<file path="config.mk">
export PLATFORM = sky130hd
export DESIGN_NAME = flow_shop_schedule_evaluator_top
export DESIGN_NICKNAME = d
export VERILOG_FILES = /design/src/rtl/fsse_pkg.sv /design/src/rtl/flow_shop_schedule_evaluator_top.sv /design/src/rtl/fsse_cell.sv /design/src/rtl/fsse_result.sv
export VERILOG_INCLUDE_DIRS = /design/src /design/src/rtl
export SDC_FILE = /design/constraint.sdc
export NUM_CORES = 2
export LEC_CHECK = 0
export ABC_AREA = 0
export BUFFER_PORTS_ARGS = -buffer_cell sky130_fd_sc_hd__buf_4
export CAP_MARGIN = 20
export CELL_PAD_IN_SITES_DETAIL_PLACEMENT = 1
export CELL_PAD_IN_SITES_GLOBAL_PLACEMENT = 2
export CORE_MARGIN = 8
export CORE_UTILIZATION = 41
export CTS_BUF_LIST = sky130_fd_sc_hd__clkbuf_16
export DETAILED_ROUTE_END_ITERATION = 16
export GPL_ROUTABILITY_DRIVEN = 0
export GPL_TIMING_DRIVEN = 0
export PLACE_DENSITY_LB_ADDON = 0.1
export SYNTH_ARGS = -nofsm -noshare
export SYNTH_HDL_FRONTEND = slang
export SYNTH_HIERARCHICAL = 1
export SYNTH_SLANG_ARGS = --single-unit
export TNS_END_PERCENT = 10
</file>
<file path="constraint.sdc">
create_clock -name clock -period 10.8 [get_ports clock]
set_clock_uncertainty 0.2 [all_clocks]
set_input_delay 1.08 -clock clock [delete_from_list [all_inputs] [get_ports clock]]
set_output_delay 1.08 -clock clock [all_outputs]
set_load 0.005 [all_outputs]
</file>
<file path="src/rtl/flow_shop_schedule_evaluator_top_assert.svh">
// Assertion macros used by the flow-shop schedule evaluator top level.
`ifndef FLOW_SHOP_SCHEDULE_EVALUATOR_TOP_ASSERT_SVH
`define FLOW_SHOP_SCHEDULE_EVALUATOR_TOP_ASSERT_SVH

// A vector must have exactly one bit set at every clock edge out of reset.
`define FSSE_ASSERT_ONEHOT(label, clk, rst, sig) \
   label: assert property (@(posedge clk) disable iff (rst) $onehot(sig)) \
      else $error("one-hot check failed");

// An antecedent in one cycle implies a consequent in the next cycle.
`define FSSE_ASSERT_NEXT(label, clk, rst, ante, cons) \
   label: assert property (@(posedge clk) disable iff (rst) (ante) |=> (cons)) \
      else $error("next-cycle implication failed");

// An antecedent implies a consequent in the same cycle.
`define FSSE_ASSERT_SAME(label, clk, rst, ante, cons) \
   label: assert property (@(posedge clk) disable iff (rst) (ante) |-> (cons)) \
      else $error("same-cycle implication failed");

`endif

</file>
<file path="src/rtl/fsse_pkg.sv">
// Shared constants, types and helper functions of the flow-shop evaluator.
package fsse_pkg;

   localparam int MAX_MACHINES = 16;
   localparam int MIDX_W = (MAX_MACHINES > 1) ? $clog2(MAX_MACHINES) : 1;
   localparam int NM_W = 5;
   localparam int TIME_W = 32;
   localparam int PROC_W = 16;
   localparam int ADDR_W = 3;
   localparam int DATA_W = 32;
   localparam logic [ADDR_W-1:0] REG_NUM_MACHINES = 3'd0;

   // Control broadcast to every cell of the chain.
   typedef struct packed {
      logic                accept;
      logic                cfg_wr;
      logic [MIDX_W-1:0]   last_idx;
      logic [TIME_W-1:0]   c_new;
   } cell_ctl_type;

   // One job finished on its last machine, handed to the result pipeline.
   typedef struct packed {
      logic [TIME_W-1:0] completion;
      logic [TIME_W-1:0] due;
      logic              first;
      logic              last;
   } job_type;

   // Index of the last active machine after clamping the count to 1..MAX_MACHINES.
   function automatic logic [MIDX_W-1:0] last_index(input logic [NM_W-1:0] nm);
      logic [7:0] m;
      m = {3'b000, nm};
      if (m == 8'd0) m = 8'd1;
      if (m > 8'(MAX_MACHINES)) m = 8'(MAX_MACHINES);
      return MIDX_W'(m - 8'd1);
   endfunction

   function automatic logic [TIME_W-1:0] add_sat(input logic [TIME_W-1:0] a,
                                                 input logic [TIME_W-1:0] b);
      logic [TIME_W:0] s;
      s = {1'b0, a} + {1'b0, b};
      return s[TIME_W] ? {TIME_W{1'b1}} : s[TIME_W-1:0];
   endfunction

endpackage

</file>
<file path="src/rtl/flow_shop_schedule_evaluator_top.sv">
// Top level of the permutation flow-shop schedule evaluator.
//
// The evaluator takes one transaction per machine of each job, machine 0 first, and
// accepts a new transaction in every clock cycle while the result side keeps up.
// Every machine owns one cell in a chain; the cells hold the previous job's
// completion on their machine, and a single token walks down the chain one cell per
// accepted transaction, wrapping back to cell 0 after the last configured machine.
// The max-plus-add of a transaction happens in the cycle in which it is accepted,
// so a job's machines follow one another with no gap. On the last machine a result
// enters a three-register pipeline (input, tardiness, output register with the running
// sum); rsp_valid rises once the result reaches the output register. The block keeps
// accepting transactions until three results wait for rsp_ready, and then stalls every
// transaction until one leaves. Completion and the tardiness sum saturate at all ones.
// Writing num_machines (address 0) returns the token to machine 0; values of 0 act
// as one machine and values above the cell count act as the full chain.
module flow_shop_schedule_evaluator_top (
   input  logic                               clock,
   input  logic                               reset,
   input  logic                               req_valid,
   output logic                               req_ready,
   input  logic [fsse_pkg::PROC_W-1:0]        req_proc_time,
   input  logic [fsse_pkg::TIME_W-1:0]        req_due_date,
   input  logic                               req_first_job,
   input  logic                               req_last_job,
   output logic                               rsp_valid,
   input  logic                               rsp_ready,
   output logic [fsse_pkg::TIME_W-1:0]        rsp_job_completion,
   output logic [fsse_pkg::TIME_W-1:0]        rsp_job_tardiness,
   output logic [fsse_pkg::TIME_W-1:0]        rsp_total_tardiness,
   output logic                               rsp_schedule_done,
   input  logic                               psel,
   input  logic                               penable,
   input  logic                               pwrite,
   input  logic [fsse_pkg::ADDR_W-1:0]        paddr,
   input  logic [fsse_pkg::DATA_W-1:0]        pwdata,
   output logic [fsse_pkg::DATA_W-1:0]        prdata,
   output logic                               pready
);

`include "flow_shop_schedule_evaluator_top_assert.svh"

   localparam int N = fsse_pkg::MAX_MACHINES;

   // Configuration register. Only the register index bit of the address is decoded.
   logic [fsse_pkg::NM_W-1:0] nm_ff, nm_in;
   logic                      cfg_wr;
   logic                      reg_hit;

   assign pready  = 1'b1;
   assign reg_hit = (paddr[2] == fsse_pkg::REG_NUM_MACHINES[2]);
   assign cfg_wr  = psel & penable & pwrite & reg_hit;
   assign nm_in   = cfg_wr ? pwdata[fsse_pkg::NM_W-1:0] : nm_ff;
   assign prdata  = reg_hit ? {{(fsse_pkg::DATA_W-fsse_pkg::NM_W){1'b0}}, nm_ff} : '0;

   always_ff @(posedge clock) begin
      if (reset) begin
         nm_ff <= fsse_pkg::NM_W'(1);
      end else begin
         nm_ff <= nm_in;
      end
   end

   // This job's completion on the previous machine.
   logic [fsse_pkg::TIME_W-1:0] up_ff, up_in;

   logic                        accept;
   logic                        res_ready;
   fsse_pkg::cell_ctl_type      ctl;
   logic [N-1:0]                tok_next, tok_wrap, tok_here;
   logic [N-1:0]                tok_prev;
   logic [fsse_pkg::TIME_W-1:0] comp_sel [N];
   logic [fsse_pkg::TIME_W-1:0] prev_job, prev_mach, start;
   logic [fsse_pkg::TIME_W-1:0] c_new;
   logic                        job_end;
   fsse_pkg::job_type           job;

   // The whole datapath waits on the result pipeline, so a last-machine
   // transaction is only taken when its result has room.
   assign req_ready = res_ready;
   assign accept    = req_valid & req_ready;

   // Cell outputs are zero away from the token, so an OR picks the current machine.
   always_comb begin
      prev_job = '0;
      for (int k = 0; k < N; k++) begin
         prev_job = prev_job | comp_sel[k];
      end
      if (req_first_job) begin
         prev_job = '0;
      end
   end

   assign prev_mach = tok_here[0] ? '0 : up_ff;
   assign start     = (prev_job > prev_mach) ? prev_job : prev_mach;
   assign c_new     = fsse_pkg::add_sat(start, {{(fsse_pkg::TIME_W-fsse_pkg::PROC_W){1'b0}},
                                                req_proc_time});
   assign job_end   = |tok_wrap;
   assign up_in     = accept ? c_new : up_ff;

   always_ff @(posedge clock) begin
      if (reset) begin
         up_ff <= '0;
      end else begin
         up_ff <= up_in;
      end
   end

   assign ctl.accept   = accept;
   assign ctl.cfg_wr   = cfg_wr;
   assign ctl.last_idx = fsse_pkg::last_index(nm_ff);
   assign ctl.c_new    = c_new;

   // The token of the last active cell returns to the head of the chain.
   assign tok_prev[0] = job_end;

   genvar i;
   generate
      for (i = 1; i < N; i++) begin : g_link
         assign tok_prev[i] = tok_next[i-1];
      end
      for (i = 0; i < N; i++) begin : g_cell
         fsse_cell u_cell (
            .clock    (clock),
            .reset    (reset),
            .cell_idx (fsse_pkg::MIDX_W'(i)),
            .ctl      (ctl),
            .tok_prev (tok_prev[i]),
            .tok_next (tok_next[i]),
            .tok_wrap (tok_wrap[i]),
            .tok_here (tok_here[i]),
            .comp_sel (comp_sel[i])
         );
      end
   endgenerate

   assign job.completion = c_new;
   assign job.due        = req_due_date;
   assign job.first      = req_first_job;
   assign job.last       = req_last_job;

   fsse_result u_result (
      .clock          (clock),
      .reset          (reset),
      .in_valid       (accept & job_end),
      .in_job         (job),
      .in_ready       (res_ready),
      .out_valid      (rsp_valid),
      .out_ready      (rsp_ready),
      .out_completion (rsp_job_completion),
      .out_tardiness  (rsp_job_tardiness),
      .out_total      (rsp_total_tardiness),
      .out_done       (rsp_schedule_done)
   );

   // Exactly one machine holds the token at all times.
   `FSSE_ASSERT_ONEHOT(a_tok_onehot, clock, reset, tok_here)
   // A register write always restarts the job at machine 0.
   `FSSE_ASSERT_NEXT(a_cfg_restart, clock, reset, cfg_wr, tok_here[0])
   // The running sum includes the job's own tardiness.
   `FSSE_ASSERT_SAME(a_total_ge, clock, reset, rsp_valid,
                     rsp_total_tardiness >= rsp_job_tardiness)

endmodule

</file>
<file path="src/rtl/fsse_cell.sv">
// One machine cell: holds the previous job's completion and the machine token.
module fsse_cell (
   input  logic                         clock,
   input  logic                         reset,
   input  logic [fsse_pkg::MIDX_W-1:0]  cell_idx,
   input  fsse_pkg::cell_ctl_type       ctl,
   input  logic                         tok_prev,
   output logic                         tok_next,
   output logic                         tok_wrap,
   output logic                         tok_here,
   output logic [fsse_pkg::TIME_W-1:0]  comp_sel
);

   logic                        tok_ff, tok_in;
   logic [fsse_pkg::TIME_W-1:0] comp_ff, comp_in;
   logic                        is_last;

   assign is_last  = (cell_idx == ctl.last_idx);
   assign tok_next = tok_ff & ~is_last;
   assign tok_wrap = tok_ff & is_last;
   assign tok_here = tok_ff;
   assign comp_sel = tok_ff ? comp_ff : '0;

   always_comb begin
      tok_in  = tok_ff;
      comp_in = comp_ff;
      if (ctl.cfg_wr) begin
         tok_in = (cell_idx == '0);
      end else if (ctl.accept) begin
         tok_in = tok_prev;
         if (tok_ff) begin
            comp_in = ctl.c_new;
         end
      end
   end

   always_ff @(posedge clock) begin
      if (reset) begin
         tok_ff  <= (cell_idx == '0);
         comp_ff <= '0;
      end else begin
         tok_ff  <= tok_in;
         comp_ff <= comp_in;
      end
   end

endmodule

</file>
<file path="src/rtl/fsse_result.sv">
// Result pipeline: tardiness, running tardiness sum and the output register.
module fsse_result (
   input  logic                         clock,
   input  logic                         reset,
   input  logic                         in_valid,
   input  fsse_pkg::job_type            in_job,
   output logic                         in_ready,
   output logic                         out_valid,
   input  logic                         out_ready,
   output logic [fsse_pkg::TIME_W-1:0]  out_completion,
   output logic [fsse_pkg::TIME_W-1:0]  out_tardiness,
   output logic [fsse_pkg::TIME_W-1:0]  out_total,
   output logic                         out_done
);

   logic                        a_v_ff, a_v_in;
   fsse_pkg::job_type           a_job_ff;
   logic                        b_v_ff, b_v_in;
   logic [fsse_pkg::TIME_W-1:0] b_comp_ff, b_tard_ff, b_tard_in;
   logic                        b_first_ff, b_last_ff;
   logic                        o_v_ff, o_v_in;
   logic [fsse_pkg::TIME_W-1:0] o_comp_ff, o_tard_ff, o_total_ff;
   logic                        o_done_ff;
   logic [fsse_pkg::TIME_W-1:0] sum_ff, sum_in;
   logic                        o_rdy, b_rdy, a_rdy;
   logic                        a_load, b_load, o_load;

   assign o_rdy    = ~o_v_ff | out_ready;
   assign b_rdy    = ~b_v_ff | o_rdy;
   assign a_rdy    = ~a_v_ff | b_rdy;
   assign in_ready = a_rdy;

   assign a_load = a_rdy;
   assign b_load = b_rdy;
   assign o_load = o_rdy;

   assign a_v_in = a_load ? in_valid : a_v_ff;
   assign b_v_in = b_load ? a_v_ff : b_v_ff;
   assign o_v_in = o_load ? b_v_ff : o_v_ff;

   assign b_tard_in = (a_job_ff.completion > a_job_ff.due) ?
                      (a_job_ff.completion - a_job_ff.due) : '0;

   assign sum_in = fsse_pkg::add_sat(b_first_ff ? '0 : sum_ff, b_tard_ff);

   always_ff @(posedge clock) begin
      if (reset) begin
         a_v_ff <= 1'b0;
         b_v_ff <= 1'b0;
         o_v_ff <= 1'b0;
         sum_ff <= '0;
      end else begin
         a_v_ff <= a_v_in;
         b_v_ff <= b_v_in;
         o_v_ff <= o_v_in;
         if (o_load && b_v_ff) begin
            sum_ff <= sum_in;
         end
      end
   end

   always_ff @(posedge clock) begin
      if (a_load && in_valid) begin
         a_job_ff <= in_job;
      end
      if (b_load && a_v_ff) begin
         b_comp_ff  <= a_job_ff.completion;
         b_tard_ff  <= b_tard_in;
         b_first_ff <= a_job_ff.first;
         b_last_ff  <= a_job_ff.last;
      end
      if (o_load && b_v_ff) begin
         o_comp_ff  <= b_comp_ff;
         o_tard_ff  <= b_tard_ff;
         o_total_ff <= sum_in;
         o_done_ff  <= b_last_ff;
      end
   end

   assign out_valid      = o_v_ff;
   assign out_completion = o_comp_ff;
   assign out_tardiness  = o_tard_ff;
   assign out_total      = o_total_ff;
   assign out_done       = o_done_ff;

endmodule
</file>
# Yosys cells after proc, flatten, opt, wreduce, memory -nomap -nowiden
# Index checks and enable logic that the tools add are counted.
# word_totals
regBits	829
wordCells	194
# classes
add_sub_neg	4
n_lt_le_gt_ge	3
n_eq_ne	15
mux	25
bitwise_logic	74
n_reduce_logical	23
# ops
cell	n
$mux W32	22
$or A32 B32 Y32	15
$gt A32 B32 Y1	2
$reduce_and A3 Y1	16
$and A1 B1 Y1	36
$add A32 B16 Y33	1
$add A32 B32 Y33	1
$eq A4 B4 Y1 const A	8
$sub A32 B32 Y32	1
$not A1 Y1	20
$eq A3 B4 Y1 const A	4
$reduce_or A16 Y1	1
$mux W5	2
$eq A2 B4 Y1 const A	2
$gt A5 B5 Y1 const B	1
$logic_not A5 Y1	1
$eq A1 B4 Y1 const A	1
$logic_not A4 Y1	1
$mux W4	1
$sub A4 B1 Y4 const B	1
$logic_and A1 B1 Y1	3
$or A1 B1 Y1	3
$reduce_or A2 Y1	1

# Depth between registers and ports, before layout
# depth
ltp_word	21
mapped_depth	29
depth_no_buf	24

# Hierarchy
# The synthesis kept the hierarchy.
# by_module_without_submodules
module	instances	cells_per_inst	area_per_inst_um2	seq_area_each_um2
fsse_cell	16	189	1468.9	670.6
fsse_result	1	990	12256.8	7577.3
flow_shop_schedule_evaluator_top	1	814	5967.0	740.7

# Worst setup path after synthesis
# OpenSTA, ideal clock, no wires.
# synth_timing
kind	register -> register
start	register nm_ff[1] in the netlist's numbering
end	register u_result/a_job_ff[0] in the netlist's numbering (enable)
setup_ps	530
t_arrival_ps	6741
required_ps	10070
setup_slack_ps	3330
path_stages_with_launch	13
n_path_buf	0
synth_period_minus_slack_ps	7470
path_cell_list	dfxtp_1 -> nor3_1 -> o21bai_1 -> ha_1 -> xnor2_1 -> xor2_1 -> nor4_1 -> and2_1 -> nor4_1 -> nand4_1 -> and2_1 -> inv_1 -> a31oi_1
# synth_lines
item	line_no	source
from (decl)	flow_shop_schedule_evaluator_top.sv:45	logic [fsse_pkg::NM_W-1:0] nm_ff, nm_in;
from (signal assigned)	flow_shop_schedule_evaluator_top.sv:57	nm_ff <= fsse_pkg::NM_W'(1);
from (signal assigned)	flow_shop_schedule_evaluator_top.sv:59	nm_ff <= nm_in;
to (signal assigned)	fsse_result.sv:64	a_job_ff <= in_job;
to (decl)	fsse_result.sv:17	fsse_pkg::job_type a_job_ff;

==> results.toml <==
[worst_setup_path]
arrival_ns = 10.39
rr_startpoint = "g_cell[4].u_cell/tok_here"
crit_top_cell = "buf_2"
critPathLaunchType = "flop"
worstSetupEndpointType = "flop"
max_stage_delay_ns = 0.88
required_ns = 10.75
cp_num_buf_inv = 6
cp_num_cells = 27
setup.worst_path.class = "flop to flop"
cp_top_family = "simple AND/OR/NAND/NOR gates"
reg2reg_to = "u_result/a_job_ff[65]"
r2r_setup_slack_ns = 0.36
rr_worst_depth = 27
path_max_fanout = 17
cp_slowest_cell = "o21ai_1"

[timing]
rsz0062_at_grt = "false"
hold_viol_final = 0
setup_violations = 0
relSlewSlack = 0.168
drv_slew = 0
fmax_ghz = 0.0958
worst_pin_slew_ns = 1.25
finalCritPeriodShare = 0.967
finalCriticalPeriod_ns = 10.44

[floorplan]
die_w_um = 335
std_cell_rows = 117
start_util = 0.412
die_area_um2 = 112000
die_y_um = 335
ioPinCount = 224
fp.coreArea_um2 = 101000

[placed_design]
hpwlAfterDp_mm = 113
dp.cells = 6530
numPortBuffers = 165

[layout]
fin_util = 0.480
fin_nets = 5469
layout-drive-gt1-share = 0.113
layout-area-overhead-vs-synth_pct = 16.6
stdcell_count = 6706
num_antenna_cells = 0

[clock_network]
worstSkewPairLatency_ns = 0.68
cts_hold_buf = 0
clock-sinks = 829
clockBufferDepth = 3
post-cts-setup-buffers = 0
cts_max_level = 3
clk_pin_slew_ns = 0.06
cts_tree = "yes"
root_buffer = "clkbuf_16"
cts_resized = 0
cts_buffers = 95

[detailed_routing]
postRouteAntennaNets = 0
wl_per_cell_um = 21.8
dr.first_iter.drc_count = 1843
dr_total_vias = 35100
drc = 0
drtPass1Iterations = 8
via_per_inst = 5.23
finalWirelength_mm = 146

[grt]
grt.overflow.total = 0
grt_antenna_before_repair = 0
grt_pass1_wl_mm = 221
grt_max_degree = 63
grtUsageTotal = 0.254
grt_pass1_vias = 36300

[hold_path]
whs_path_depth = 0
hold_path_end = "u_result/out_completion[25]"
hold_class = "flop to flop"
min_from = "u_result/b_comp_ff[25]"

[power_and_ir_drop]
p_leak_nw = 18.3
power_mw = 8.90
power.density_nw_per_um2 = 183
vdd_drop_max_mv = 0.107

[run]
max-cap-violations = 0

[synth]
netlist_area_um2 = 41700
yosysWarnings = 6
synthCells = 4827
syn_avg_cell_area_um2 = 8.64

[run_status]
status = "complete, no violations"
## worst reg2reg max path, delay by kind of cell, from the launching register on
family                     cells  cell delay (ns)
muxes                          1             0.38
DFF                            1             0.55
adders and majority gates      2             0.76
and+or+nand+nor               11             3.81
buffers and inverters          6             1.58
xor gates and xnor gates       1             0.16
AOI/OAI and AO/OA              6             2.50
## cell type report
type                       instances  area [um^2]
clock buffer                      97         2430
fill                           12000        52600
buffer                           317         1800
sequential                       829        19000
clock inverter                    77          583
timing repair buffer             183         1570
inverter                          75          282
multi-input combinational       3760        21200
tap                             1368         1710
## layout by cell type (no fill, tap or decap), types with 73 or more instances in the layout
cell	n
nand2_1	1182
dfxtp_1	584
and2_1	534
a21oi_1	499
edfxtp_1	245
buf_4	196
clkbuf_1	195
nor2_1	166
conb_1	156
nor4_1	154
ha_1	113
a21oi_2	102
inv_1	100
clkbuf_16	98
xor2_1	94
nor2b_1	79
o21ai_0	73
## metrics by stage
step	hold WS, ns	setup slack (ns)	cell area, um^2	setup TNS, ns
finish	0.214	0.359	48700	0
global route	0.223	0.145	48700	0
CTS	0.215	0.458	48600	0
detailed placement	0.206	-0.140	45600	-1.43
global placement	0.200	-0.999	45200	-83.64
floorplan	0.200	3.33	42300	0
## worst max path at each step
stage | startpoint | slack (ns) | end
4_1_cts | g_cell[4].u_cell/tok_here | 0.46 | u_result/a_job_ff[65]
5_1_grt | g_cell[3].u_cell/tok_here | 0.15 | g_cell[10].u_cell/comp_ff[31]
6_report | g_cell[4].u_cell/tok_here | 0.36 | u_result/a_job_ff[65]
3_3_place_gp | nm_ff[2] | -1.0 | u_result/a_job_ff[13]
2_1_floorplan | nm_ff[1] | 3.33 | u_result/a_job_ff[0]
3_5_place_dp | req_first_job | -0.14 | u_result/a_job_ff[65]
## metal layers
| metal | share of wire | vias to the layer above | wire (um) | track usage |
|---|---|---|---|---|
| li1 | - | 17100 | - | - |
| met1 | 0.42 | 17100 | 61900 | 0.300 |
| met2 | 0.52 | 576 | 75500 | 0.474 |
| met3 | 0.031 | 201 | 4490 | 0.0287 |
| met4 | 0.031 | 0 | 4570 | 0.0830 |
| met5 | 0 | - | 0 | 0 |
## state kept, by name, summed over array words and instances, names as in the netlist
register	cells
nm_ff	5
u_result/a_job_ff	66
u_result/b_v_ff	1
u_result/a_v_ff	1
u_result/b_first_ff	1
u_result/out_completion	32
g_cell.u_cell/comp_ff	512
u_result/b_last_ff	1
u_result/b_tard_ff	32
g_cell.u_cell/tok_here	16
u_result/out_valid	1
up_ff	32
u_result/sum_ff	32
u_result/b_comp_ff	32
u_result/out_tardiness	32
u_result/out_done	1
u_result/out_total	32
## report_power, final
group / switching [mW] / total, mW / internal (mW)
Sequential: 0.129 / 3.58 / 3.45
Clock: 1.35 / 3.18 / 1.83
Combinational: 1.50 / 2.14 / 0.641
Note: power is estimated with default switching activity, not from simulation.
